--- config.mk ---
export PLATFORM = sky130hd
export DESIGN_NAME = hill_cipher_block_encrypt_flat
export DESIGN_NICKNAME = d
export VERILOG_FILES = /design/src/rtl/hcb_pkg.sv /design/src/rtl/hcb_intf.sv /design/src/rtl/hcb_mixer.sv /design/src/rtl/hcb_result_queue.sv /design/src/rtl/hcb_blocker.sv /design/src/rtl/hill_cipher_block_encrypt.sv /design/src/flat_wrapper.sv
export SDC_FILE = /design/constraint.sdc
export NUM_CORES = 1
export LEC_CHECK = 0
export BUFFER_PORTS_ARGS = -buffer_cell sky130_fd_sc_hd__buf_2
export CORE_AREA = 2 2 241 243
export DETAILED_ROUTE_END_ITERATION = 8
export DIE_AREA = 0 0 243 245
export HOLD_SLACK_MARGIN = 0.1
export PLACE_DENSITY = 0.78
export SYNTH_ARGS = -nofsm -noshare
export SYNTH_HDL_FRONTEND = slang
export SYNTH_HIERARCHICAL = 1
export SYNTH_SLANG_ARGS = --single-unit
--- constraint.sdc ---
create_clock -name clock -period 16.68 [get_ports clock]
set_clock_uncertainty 0.05 [all_clocks]
set_input_delay 0 -clock clock [delete_from_list [all_inputs] [get_ports clock]]
set_output_delay 0 -clock clock [all_outputs]
set_load 0.005 [all_outputs]
--- src/rtl/hcb_pkg.sv ---
`timescale 1ns / 1ps
// ----------------------------------------------------------------------------
// hcb_pkg
// Shared constants and types of the Hill cipher block encryptor.
// ----------------------------------------------------------------------------
package hcb_pkg;

   localparam int MAX_BLOCK  = 3;
   localparam int CODE_W     = 5;
   localparam int GAP_W      = 8;
   localparam int CHAR_W     = 8;
   localparam int KEY_W      = 15;
   localparam int SIZE_W     = 2;
   localparam int REG_IDX_W  = 2;
   localparam int RES_CNT_W  = 2;
   localparam int GRP_DEPTH  = 4;
   localparam int GRP_PTR_W  = $clog2(GRP_DEPTH);
   localparam int GRP_CNT_W  = $clog2(GRP_DEPTH + 1);

   localparam logic [CHAR_W-1:0] LETTER_A   = 8'd97;
   localparam logic [CHAR_W-1:0] ALPHA      = 8'd26;
   localparam logic [CHAR_W-1:0] LETTER_END = LETTER_A + ALPHA;
   localparam logic [CODE_W-1:0] PAD_CODE   = 5'(ALPHA - 8'd1);
   localparam logic [CHAR_W-1:0] SPACE_CHAR = 8'd32;
   localparam logic [GAP_W-1:0]  GAP_MAX    = {GAP_W{1'b1}};

   localparam logic [REG_IDX_W-1:0] REG_BLOCK_SIZE = 2'd0;
   localparam logic [REG_IDX_W-1:0] REG_KEY_ROW0   = 2'd1;
   localparam logic [REG_IDX_W-1:0] REG_KEY_ROW1   = 2'd2;
   localparam logic [REG_IDX_W-1:0] REG_KEY_ROW2   = 2'd3;

   typedef logic [CODE_W-1:0] code_type;

   typedef struct packed {
      logic [CHAR_W-1:0] cipher_char;
      logic              letter_valid;
      logic [GAP_W-1:0]  spaces_before;
      logic              run_last;
      logic              text_done;
   } rsp_item_type;

   typedef struct packed {
      logic [RES_CNT_W-1:0]                count;
      rsp_item_type [MAX_BLOCK-1:0]        item;
   } rsp_group_type;

endpackage

--- src/rtl/hcb_intf.sv ---
`timescale 1ns / 1ps
// ----------------------------------------------------------------------------
// hcb_intf
// Valid/ready channels for text input, cipher results and register writes.
// ----------------------------------------------------------------------------
interface hcb_req_if
   import hcb_pkg::*;
   ();
   logic              valid;
   logic              ready;
   logic [CHAR_W-1:0] text_byte;
   logic              end_of_text;

   modport source (output valid, text_byte, end_of_text, input ready);
   modport sink (input valid, text_byte, end_of_text, output ready);
endinterface

interface hcb_rsp_if
   import hcb_pkg::*;
   ();
   logic              valid;
   logic              ready;
   logic [CHAR_W-1:0] cipher_char;
   logic              letter_valid;
   logic [GAP_W-1:0]  spaces_before;
   logic              run_last;
   logic              text_done;

   modport source (output valid, cipher_char, letter_valid, spaces_before, run_last,
      text_done, input ready);
   modport sink (input valid, cipher_char, letter_valid, spaces_before, run_last,
      text_done, output ready);
endinterface

interface hcb_csr_if
   import hcb_pkg::*;
   ();
   logic                 valid;
   logic                 ready;
   logic [REG_IDX_W-1:0] index;
   logic [KEY_W-1:0]     data;

   modport source (output valid, index, data, input ready);
   modport sink (input valid, index, data, output ready);
endinterface

--- src/rtl/hcb_mixer.sv ---
`timescale 1ns / 1ps
// ----------------------------------------------------------------------------
// hcb_mixer
// Key matrix times letter vector, modulo 26, for blocks of two or three.
// ----------------------------------------------------------------------------
module hcb_mixer
   import hcb_pkg::*;
(
   input  logic [MAX_BLOCK-1:0][KEY_W-1:0] key_rows,
   input  code_type [MAX_BLOCK-1:0]        letters,
   input  logic                            three,
   output code_type [MAX_BLOCK-1:0]        cipher
);

   localparam int SUM_W = 12;
   localparam int PROD_W = 2 * CODE_W;

   // Floor of x / 26 is taken as (x * 2520) >> 16, which is low by at most one.
   function automatic code_type mod_alpha(input logic [SUM_W-1:0] x);
      logic [2*SUM_W-1:0] prod;
      logic [7:0]         quot;
      logic [SUM_W-1:0]   qm;
      logic [SUM_W-1:0]   rem;
      prod = {{SUM_W{1'b0}}, x} * 24'd2520;
      quot = prod[23:16];
      qm   = {4'd0, quot} * 12'(ALPHA);
      rem  = x - qm;
      if (rem >= 12'(ALPHA)) begin
         rem = rem - 12'(ALPHA);
      end
      return rem[CODE_W-1:0];
   endfunction

   logic [MAX_BLOCK-1:0][SUM_W-1:0] row_sum;

   always_comb begin
      for (int i = 0; i < MAX_BLOCK; i++) begin
         row_sum[i] = '0;
         for (int j = 0; j < MAX_BLOCK; j++) begin
            if (j < MAX_BLOCK - 1 || three) begin
               row_sum[i] = row_sum[i] + SUM_W'(PROD_W'(key_rows[i][CODE_W*j +: CODE_W])
                  * PROD_W'(letters[j]));
            end
         end
         cipher[i] = mod_alpha(row_sum[i]);
      end
   end

endmodule

--- src/rtl/hcb_result_queue.sv ---
`timescale 1ns / 1ps
// ----------------------------------------------------------------------------
// hcb_result_queue
// Queue of result groups, drained one result beat per cycle while rsp.ready is high.
// ----------------------------------------------------------------------------
module hcb_result_queue
   import hcb_pkg::*;
(
   input  logic          clock,
   input  logic          reset,
   input  logic          push,
   input  rsp_group_type push_group,
   output logic          room,
   hcb_rsp_if.source     rsp
);

   rsp_group_type        grp_ff [GRP_DEPTH];
   logic [GRP_PTR_W-1:0] wr_ff, wr_in;
   logic [GRP_PTR_W-1:0] rd_ff, rd_in;
   logic [GRP_CNT_W-1:0] count_ff, count_in;
   logic [RES_CNT_W-1:0] sub_ff, sub_in;
   rsp_group_type        head;
   rsp_item_type         head_item;
   logic                 pop;
   logic                 pop_group;

   assign head      = grp_ff[rd_ff];
   assign head_item = head.item[sub_ff];
   assign room      = (count_ff != GRP_CNT_W'(GRP_DEPTH));

   assign rsp.valid         = (count_ff != '0);
   assign rsp.cipher_char   = head_item.cipher_char;
   assign rsp.letter_valid  = head_item.letter_valid;
   assign rsp.spaces_before = head_item.spaces_before;
   assign rsp.run_last      = head_item.run_last;
   assign rsp.text_done     = head_item.text_done;

   always_comb begin
      pop       = rsp.valid && rsp.ready;
      pop_group = pop && (sub_ff == head.count - RES_CNT_W'(1));
      wr_in     = push ? wr_ff + GRP_PTR_W'(1) : wr_ff;
      rd_in     = pop_group ? rd_ff + GRP_PTR_W'(1) : rd_ff;
      sub_in    = pop_group ? '0 : (pop ? sub_ff + RES_CNT_W'(1) : sub_ff);
      count_in  = count_ff + GRP_CNT_W'(push) - GRP_CNT_W'(pop_group);
   end

   always_ff @(posedge clock) begin
      if (reset) begin
         wr_ff    <= '0;
         rd_ff    <= '0;
         sub_ff   <= '0;
         count_ff <= '0;
      end else begin
         wr_ff    <= wr_in;
         rd_ff    <= rd_in;
         sub_ff   <= sub_in;
         count_ff <= count_in;
      end
   end

   always_ff @(posedge clock) begin
      if (push) begin
         grp_ff[wr_ff] <= push_group;
      end
   end

endmodule

--- src/rtl/hcb_blocker.sv ---
`timescale 1ns / 1ps
// ----------------------------------------------------------------------------
// hcb_blocker
// Input register, letter gathering and padding, and result group assembly.
// ----------------------------------------------------------------------------
module hcb_blocker
   import hcb_pkg::*;
(
   input  logic                            clock,
   input  logic                            reset,
   hcb_req_if.sink                         req,
   input  logic [SIZE_W-1:0]               block_size,
   input  logic [MAX_BLOCK-1:0][KEY_W-1:0] key_rows,
   input  logic                            room,
   output logic                            push,
   output rsp_group_type                   push_group
);

   logic                         in_valid_ff, in_valid_in;
   logic [CHAR_W-1:0]            in_byte_ff;
   logic                         in_end_ff;
   code_type [MAX_BLOCK-1:0]     letter_ff, letter_a;
   logic [MAX_BLOCK-1:0][GAP_W-1:0] gap_ff, gap_in, gap_a, blk_gap;
   logic [RES_CNT_W-1:0]         fill_ff, fill_in, fill_a, fill_b, slot;
   logic [GAP_W-1:0]             pend_ff, pend_in, pend_a, pend_b;
   code_type [MAX_BLOCK-1:0]     blk_letter, cipher;
   logic                         three, is_letter, letter_blk, end_blk, emit, space;
   logic                         pad, advance;
   logic [RES_CNT_W-1:0]         nsize, space_idx, last_idx;
   logic [RES_CNT_W:0]           cnt_wide;

   hcb_mixer u_mixer (
      .key_rows (key_rows),
      .letters  (blk_letter),
      .three    (three),
      .cipher   (cipher)
   );

   always_comb begin
      three     = (block_size == 2'd3);
      nsize     = three ? 2'd3 : 2'd2;
      is_letter = (in_byte_ff >= LETTER_A) && (in_byte_ff < LETTER_END);
      slot      = (fill_ff == 2'd3) ? 2'd2 : fill_ff;
      letter_a  = letter_ff;
      gap_a     = gap_ff;
      if (is_letter) begin
         letter_a[slot] = CODE_W'(in_byte_ff - LETTER_A);
         gap_a[slot]    = pend_ff;
         pend_a         = '0;
         fill_a         = slot + 2'd1;
      end else begin
         pend_a = (pend_ff != GAP_MAX) ? pend_ff + GAP_W'(1) : pend_ff;
         fill_a = fill_ff;
      end
      letter_blk = is_letter && (fill_a >= nsize);
      fill_b     = letter_blk ? '0 : fill_a;
      end_blk    = in_end_ff && (fill_b != '0);
      emit       = letter_blk || end_blk;

      // At end of text a partial block is filled with z; the first pad takes the gap.
      for (int j = 0; j < MAX_BLOCK; j++) begin
         pad = end_blk && (RES_CNT_W'(j) >= fill_b) && (RES_CNT_W'(j) < nsize);
         blk_letter[j] = pad ? PAD_CODE : letter_a[j];
         blk_gap[j]    = pad ? ((RES_CNT_W'(j) == fill_b) ? pend_a : '0) : gap_a[j];
      end
      pend_b = (end_blk && (fill_b < nsize)) ? '0 : pend_a;
      space  = in_end_ff && (pend_b != '0);

      cnt_wide  = (emit ? {1'b0, nsize} : '0) + (RES_CNT_W+1)'(space);
      space_idx = emit ? nsize : '0;
      last_idx  = cnt_wide[RES_CNT_W-1:0] - RES_CNT_W'(1);

      push_group.count = cnt_wide[RES_CNT_W-1:0];
      for (int j = 0; j < MAX_BLOCK; j++) begin
         push_group.item[j].cipher_char   = LETTER_A + CHAR_W'(cipher[j]);
         push_group.item[j].letter_valid  = 1'b1;
         push_group.item[j].spaces_before = blk_gap[j];
         push_group.item[j].run_last      = 1'b0;
         push_group.item[j].text_done     = 1'b0;
      end
      if (space && (space_idx < RES_CNT_W'(MAX_BLOCK))) begin
         push_group.item[space_idx].cipher_char   = SPACE_CHAR;
         push_group.item[space_idx].letter_valid  = 1'b0;
         push_group.item[space_idx].spaces_before = pend_b;
      end
      if (cnt_wide != '0) begin
         push_group.item[last_idx].run_last  = 1'b1;
         push_group.item[last_idx].text_done = in_end_ff;
      end

      advance     = in_valid_ff && (room || (cnt_wide == '0));
      push        = advance && (cnt_wide != '0);
      req.ready   = !in_valid_ff || advance;
      in_valid_in = (req.valid && req.ready) ? 1'b1 : (advance ? 1'b0 : in_valid_ff);

      gap_in  = in_end_ff ? '0 : gap_a;
      fill_in = in_end_ff ? '0 : fill_b;
      pend_in = in_end_ff ? '0 : pend_a;
   end

   always_ff @(posedge clock) begin
      if (reset) begin
         in_valid_ff <= 1'b0;
         gap_ff      <= '0;
         fill_ff     <= '0;
         pend_ff     <= '0;
      end else begin
         in_valid_ff <= in_valid_in;
         if (advance) begin
            gap_ff  <= gap_in;
            fill_ff <= fill_in;
            pend_ff <= pend_in;
         end
      end
   end

   always_ff @(posedge clock) begin
      if (req.valid && req.ready) begin
         in_byte_ff <= req.text_byte;
         in_end_ff  <= req.end_of_text;
      end
      if (advance) begin
         letter_ff <= letter_a;
      end
   end

endmodule

--- src/rtl/hill_cipher_block_encrypt.sv ---
`timescale 1ns / 1ps
// ----------------------------------------------------------------------------
// hill_cipher_block_encrypt
// Hill cipher encryptor over a byte stream, blocks of two or three letters.
// ----------------------------------------------------------------------------
// Each input byte is registered in the blocker; its result group is then written
// into the queue. Throughput: one input beat per cycle and, while rsp_ch is ready,
// one result beat per cycle; a block of n letters yields n result beats, buffered
// in a queue of four result groups. Input stalls only while that queue is full.
// Reset is synchronous and active high: block size 2, key rows zero, queue empty.
module hill_cipher_block_encrypt
   import hcb_pkg::*;
(
   input  logic      clock,
   input  logic      reset,
   hcb_req_if.sink   req_ch,
   hcb_rsp_if.source rsp_ch,
   hcb_csr_if.sink   csr_ch
);

   logic [SIZE_W-1:0]               block_size_ff;
   logic [MAX_BLOCK-1:0][KEY_W-1:0] key_row_ff;
   logic                            push;
   logic                            room;
   rsp_group_type                   push_group;

   assign csr_ch.ready = 1'b1;

   always_ff @(posedge clock) begin
      if (reset) begin
         block_size_ff <= 2'd2;
         key_row_ff    <= '0;
      end else if (csr_ch.valid && csr_ch.ready) begin
         case (csr_ch.index)
            REG_BLOCK_SIZE: block_size_ff <= csr_ch.data[SIZE_W-1:0];
            REG_KEY_ROW0:   key_row_ff[0] <= csr_ch.data;
            REG_KEY_ROW1:   key_row_ff[1] <= csr_ch.data;
            REG_KEY_ROW2:   key_row_ff[2] <= csr_ch.data;
            default:        block_size_ff <= block_size_ff;
         endcase
      end
   end

   hcb_blocker u_blocker (
      .clock      (clock),
      .reset      (reset),
      .req        (req_ch),
      .block_size (block_size_ff),
      .key_rows   (key_row_ff),
      .room       (room),
      .push       (push),
      .push_group (push_group)
   );

   hcb_result_queue u_queue (
      .clock      (clock),
      .reset      (reset),
      .push       (push),
      .push_group (push_group),
      .room       (room),
      .rsp        (rsp_ch)
   );

   a_done_is_last: assert property (@(posedge clock) disable iff (reset)
      rsp_ch.valid && rsp_ch.text_done |-> rsp_ch.run_last)
      else $error("text_done without run_last");

   a_space_form: assert property (@(posedge clock) disable iff (reset)
      rsp_ch.valid && !rsp_ch.letter_valid |-> rsp_ch.cipher_char == SPACE_CHAR
         && rsp_ch.spaces_before != '0 && rsp_ch.text_done)
      else $error("malformed letter-free result");

   a_letter_range: assert property (@(posedge clock) disable iff (reset)
      rsp_ch.valid && rsp_ch.letter_valid |-> rsp_ch.cipher_char >= LETTER_A
         && rsp_ch.cipher_char < LETTER_END)
      else $error("cipher letter out of range");

   a_reset_empty: assert property (@(posedge clock)
      reset |=> !rsp_ch.valid)
      else $error("result valid right after reset");

endmodule
--- src/flat_wrapper.sv ---
// flat-port wrapper written by rule: the top's interface ports become plain ports
module hill_cipher_block_encrypt_flat import hcb_pkg::*;
  (clock, reset, req_ch_valid, req_ch_text_byte, req_ch_end_of_text, req_ch_ready, rsp_ch_valid, rsp_ch_cipher_char, rsp_ch_letter_valid, rsp_ch_spaces_before, rsp_ch_run_last, rsp_ch_text_done, rsp_ch_ready, csr_ch_valid, csr_ch_index, csr_ch_data, csr_ch_ready);
  hcb_req_if req_ch_i ();
  hcb_rsp_if rsp_ch_i ();
  hcb_csr_if csr_ch_i ();
  input  logic clock;
  input  logic reset;
  input wire logic [$bits(req_ch_i.valid)-1:0] req_ch_valid;
  input wire logic [$bits(req_ch_i.text_byte)-1:0] req_ch_text_byte;
  input wire logic [$bits(req_ch_i.end_of_text)-1:0] req_ch_end_of_text;
  output wire logic [$bits(req_ch_i.ready)-1:0] req_ch_ready;
  output wire logic [$bits(rsp_ch_i.valid)-1:0] rsp_ch_valid;
  output wire logic [$bits(rsp_ch_i.cipher_char)-1:0] rsp_ch_cipher_char;
  output wire logic [$bits(rsp_ch_i.letter_valid)-1:0] rsp_ch_letter_valid;
  output wire logic [$bits(rsp_ch_i.spaces_before)-1:0] rsp_ch_spaces_before;
  output wire logic [$bits(rsp_ch_i.run_last)-1:0] rsp_ch_run_last;
  output wire logic [$bits(rsp_ch_i.text_done)-1:0] rsp_ch_text_done;
  input wire logic [$bits(rsp_ch_i.ready)-1:0] rsp_ch_ready;
  input wire logic [$bits(csr_ch_i.valid)-1:0] csr_ch_valid;
  input wire logic [$bits(csr_ch_i.index)-1:0] csr_ch_index;
  input wire logic [$bits(csr_ch_i.data)-1:0] csr_ch_data;
  output wire logic [$bits(csr_ch_i.ready)-1:0] csr_ch_ready;
  assign req_ch_i.valid = req_ch_valid;
  assign req_ch_i.text_byte = req_ch_text_byte;
  assign req_ch_i.end_of_text = req_ch_end_of_text;
  assign req_ch_ready = req_ch_i.ready;
  assign rsp_ch_valid = rsp_ch_i.valid;
  assign rsp_ch_cipher_char = rsp_ch_i.cipher_char;
  assign rsp_ch_letter_valid = rsp_ch_i.letter_valid;
  assign rsp_ch_spaces_before = rsp_ch_i.spaces_before;
  assign rsp_ch_run_last = rsp_ch_i.run_last;
  assign rsp_ch_text_done = rsp_ch_i.text_done;
  assign rsp_ch_i.ready = rsp_ch_ready;
  assign csr_ch_i.valid = csr_ch_valid;
  assign csr_ch_i.index = csr_ch_index;
  assign csr_ch_i.data = csr_ch_data;
  assign csr_ch_ready = csr_ch_i.ready;
  hill_cipher_block_encrypt u_core (.clock(clock), .reset(reset), .req_ch(req_ch_i), .rsp_ch(rsp_ch_i), .csr_ch(csr_ch_i));
endmodule
After elaboration in Yosys (flattened, before gate mapping)
Memories as Yosys holds them, arrays and structs flattened. A register that Yosys moved wholly into a read port is not among the register bits.
Index checks and enable logic that the tools add are counted.
Storage, ports and cells
  register bits after elaboration: 115
  bits in writable memories: 236
  bits of input ports: 31
  output and inout bits: 22
  word-level logic and storage cells: 189
  memories: 1
Memories
  u_core.u_queue.grp_ff: depth 4, width 59, read ports 1, clocked after memory_dff 1, write ports 1, RTL line hcb_result_queue.sv:17  | rsp_group_type grp_ff [GRP_DEPTH];
Cells by class
  $add $sub $neg: 26
  $mul: 15
  order comparisons: 21
  eq/ne operators: 10
  multiplexer cells: 60
  reduce and logical (&&, ||, !) cells: 37
Operators by type and width (count)
  $bwmux 57: 5
  $demux 19 s2: 5
  $mux 57: 2
  $mul 5x5->10: 9
  $mux 8: 11
  $mul 12x9->21 const B: 3
  $mux 24: 2
  $bmux 19 s2: 1
  $mux 19: 2
  $add 12x10->12: 3
  $ge 12x5->1 const B: 3
  $mux 12: 3
  $sub 12x12->12: 3
  $mux 5: 7
  $add 10x10->11: 3
  $mul 8x4->11 const B: 3
  $add 7x5->8 const A: 3
  $bwmux 24: 1
  $logic_and 1x1->1: 20
  $mux 2: 9
  $demux 8 s2: 1
  $bwmux 15: 1
  $mux 15: 1
  $sub 5x5->5 const B: 3
  38 further kinds: 65

Logic depth before layout (Yosys ltp)
  depth after elaboration: 29
  mapped depth: 78
  depth with buffers taken out: 74

By module
Netlist, hierarchy kept.
By module, submodules not included
  hcb_mixer: instances 1, cells each 2107, area an instance 17917.2 sq um, sequential area each 0.0 sq um
  hcb_result_queue: instances 1, cells each 434, area an instance 9520.4 sq um, sequential area each 7307.0 sq um
  hcb_blocker: instances 1, cells each 455, area an instance 3816.2 sq um, sequential area each 1421.4 sq um
  hill_cipher_block_encrypt: instances 1, cells each 177, area an instance 1950.6 sq um, sequential area each 940.9 sq um

Worst setup path after synthesis
Ideal clock, no wire load.
  path kind: reg2reg
  start point: reg u_core.u_blocker.in_byte_ff[0]
  end point: mem u_core/u_queue/grp_ff[0][54] in the netlist's numbering (data pin)
  arrival: 16864 ps
  required time: 16361 ps
  setup slack: -503 ps
  stages on the path, launching flop included: 75
  cells stage by stage: edfxtp_1 inv_1 ha_1 or3b_1 buf_2 o211a_4 buf_2 xnor2_1 nor3_1 clkbuf_1 or2_2 clkbuf_1 nand2_1 fa_1 fa_1 inv_1 fa_1 fa_1 (+39 left out) inv_1 ha_1 o21a_1 o31ai_1 nand2b_1 xnor2_1 ha_1 o21a_1 nor2_1 o2bb2ai_1 a21oi_1 o311ai_1 or4_4 or3_4 mux2i_1 and3_1 nand3_1 or2_2
RTL lines
  start, declared: RTL line hcb_blocker.sv:20  | logic [CHAR_W-1:0] in_byte_ff;
  start signal, assigned: RTL line hcb_blocker.sv:119  | in_byte_ff <= req.text_byte;
  end, declared: RTL line hcb_result_queue.sv:17

==> impl_results.md <==
- Commonest cells post-synth: inv_1 (589), ha_1 (415), edfxtp_1 (260), fa_1 (256), nand2_1 (176)
- Synth warn: 6
- Worst hold endpoint: u_core/u_blocker/in_byte_ff[4]
- Sequential Power Share: ~25%
- Cell mode on critical path: fa_1
- Top Ports: 53
- Dominant synthesized flop cell: edfxtp_1
- Cells after DPL: between 4000 and 5000
- CP Class: reg -> reg
- Tcrit/Tclk final: 99.8%
- Reg2Reg Setup Slack: around 0.029 ns
- Grt ovf: 0
- Final Cell Area: 0.0387 sq mm
- Port buffer count: 51
- Internal cell power: around 2700 uW
- Synthesized net count: 3875
- Final net count: around 4100
- Count of pins over their slew limit: 0
- Max Root-Sink Buffers: 3
- Critical Path End Type: register
- Register-to-Register Path Depth: between 70 and 80
- Hold Fails Final Rpt: 0
- Hold_ws: 0.136 ns
- Routability cong.: between 0.9 and 1
- Max Cap Violations: 0
- Initial Util: around 58%
- DP Wirelength: 56500 um
- Root Buffer: clkbuf_16
- CTS tree: done
- Max VDD drop: 0.000113 V
- Worst setup path startpoint: u_core/u_blocker/in_byte_ff[0]
- R2r endpoint: u_core/u_queue/grp_ff[2][54]
- H-tree depth: 2
- Vias in the first global route: ~25000
- CP top delay family: adder cells
- Cell Area, Placed: 0.0354 sq mm
- WP buf/inv: 16
- Share of layout cells above drive strength 1: roughly a fifth
- Area delta synth->final: 16.6%
- Post-Syn Area: between 0.03 and 0.04 sq mm
- Most common cell in the netlist: inv_1
- Worst Tran Pin Value: 1.41 ns
- GR Util All Layers: between 20% and 30%
- DR vias/cell: ~5.7
- CP arrival: between 15 and 20 ns
- Crit-path max cell delay: ~0.55 ns
- Die width: about 240 um
- DRT antenna net count: 0
- Post-synth cell types: 98
- Clk_lat worst skew: 0.55 ns
- Clk sinks: between 300 and 400
- Hold wc startpoint: req_ch_text_byte[4]
- # setup viols final: 0
- Synth top area share: between 20% and 30%
- Final WL: between 70000 and 80000 um
- Area of the die: ~0.06 sq mm
- Inserted Diodes: 0
- Layout Cells excl Fill: approximately 4200
- Slowest cell on the critical path: fa_1
- Residual DRC: 0
- Mean Syn Cell Area: approximately 10 sq um
- Comb pwr share: a little under three fifths
- Rel. slew slack: roughly 5.8%
- Status: finished clean
- Hold path depth: 2
- Util after Layout: about two thirds
- Net Switching: approximately 1800 uW
- Per-cell routed wire length: approximately 18 um
- Overall die height: ~250 um
- Sw Ratio: about two fifths
- Static leakage: approximately 0.018 uW
- CTS Buf Count: 37
- Via Count: 23900
- # rows: between 80 and 90
- Initial antenna violation count: 1
- Post-synth top area cell: edfxtp_1
- EDFF count, synth: 260
- Final min period: 16.65 ns
- Syn Inst Count: about 3200
- RSZ-0062 raised after global routing: yes
- Clock share of power: 18.8%
- Seq/Total Area, Yosys: 29.1%
- Total core area: 0.0570 sq mm
- FF-to-FF Start: u_core/u_blocker/in_byte_ff[0]
- Critical path fanouts, max: 6
- Hold/Removal Path Class: in -> reg
- DRT iter0 DRCs: about 1500
- Power Density: ~110 mW/mm^2
- Pre-antenna DRT Iters: 6
- Ys async rst share: 0%
- FMAX: 0.0601 GHz
- CP required: about 17 ns
- Synthesized flop and latch total: about 350
- Clk slew on worst S/H paths: roughly 0.060 ns
- Synth area leaders: edfxtp_1 (24%), ha_1 (16%), fa_1 (15%), inv_1 (6.7%), dfxtp_1 (5.6%)
- CP startpoint kind: register
- Largest net degree at the start of global routing: between 100 and 150
- First-pass GRT wire length: 125000 um
==> routing by layer <==
layer	GRT usage, %	up-vias	wire [um]
met5	0	-	7
met4	5.90	2	1670
met3	2.64	132	4080
met2	45.6	691	39000
met1	34.2	11900	33000
li1	-	11200	-
==> cell usage in the layout, fill, tap and decap left out, types with 91 or more instances in the layout <==
cell type and count:
nand2_1 168, inv_1 561, ha_1 387, and2_1 142, mux2i_1 110, dfxtp_1 91, edfxtp_1 260, nor2_1 121
buf_4 204, fa_1 253
==> power groups by stage <==
| stage | Sequential [uW] | Combinational [uW] | Clock, uW |
|---|---|---|---|
| after global routing | 1090 | 2770 | 874 |
| after floorplan | 1090 | 1490 | 0 |
| after detailed placement | 1100 | 2120 | 0 |
| after global placement | 1100 | 2010 | 0 |
| final | 1090 | 2500 | 833 |
| after CTS | 1090 | 2230 | 839 |
==> logic make-up (layout without fill, tap and decap cells) <==
logic type | count (synthesis) | count (layout) | share of synthesized area [%]
mux | 196 | 196 | 8.25
fa+ha+maj | 671 | 671 | 31.1
buf+inv | 683 | 969 | 8.02
flops | 353 | 353 | 29.1
xor+xnor | 140 | 140 | 3.79
simple gates | 722 | 722 | 11.4
other cells | 2 | 2 | 0.0226
compound gates | 406 | 406 | 8.31
==> sequential cells by signal, indices dropped and copies added, names as in the netlist, named ones only <==
name,count
u_core/u_blocker/in_byte_ff,8
u_core/block_size_ff,2
u_core/u_blocker/in_valid_ff,1
u_core/u_blocker/gap_ff,24
u_core/u_queue/rd_ff,2
u_core/u_queue/count_ff,3
u_core/u_queue/sub_ff,2
u_core/u_blocker/fill_ff,2
u_core/u_blocker/pend_ff,8
u_core/u_blocker/in_end_ff,1
u_core/u_queue/grp_ff,236
u_core/key_row_ff,45
u_core/u_queue/wr_ff,2
u_core/u_blocker/letter_ff,15
==> worst max path at each step <==
stage                                    to  cells after the start
6_report       u_core/u_queue/grp_ff[2][54]                     73
3_3_place_gp   u_core/u_queue/grp_ff[0][32]                     68
4_1_cts        u_core/u_queue/grp_ff[1][51]                     75
5_1_grt        u_core/u_queue/grp_ff[0][15]                     74
3_5_place_dp   u_core/u_queue/grp_ff[0][32]                     68
2_1_floorplan  u_core/u_queue/grp_ff[0][54]                     75
==> cell type report <==
class	count	area [sq um]
multi-input combinational	2137	22200
sequential	353	9670
inverter	589	2210
tap	765	957
clock buffer	46	1010
clock inverter	21	210
timing repair buffer	313	2430
fill	4141	18300
==> metrics by stage <==
step / TNS (ns) / worst slack (ns) / power (uW)
2_1_floorplan: 0 / 0.00925 / 2580
5_1_grt: -43.64 / -0.713 / 4740
3_5_place_dp: -31.10 / -0.585 / 3220
6_report: 0 / 0.0286 / 4420
3_3_place_gp: -0.905 / -0.0966 / 3110
4_1_cts: 0 / 0.00892 / 4160
==> timing repair <==
action	in CTS	in global routing
endpoints found under the hold margin	75	0
setup endpoints to repair	84	84
pin swaps	45	133
gates resized for setup	63	226
gates cloned	0	1
buffers inserted	14	36
hold buffers	33	0
Power figures use the tool's default switching activity.
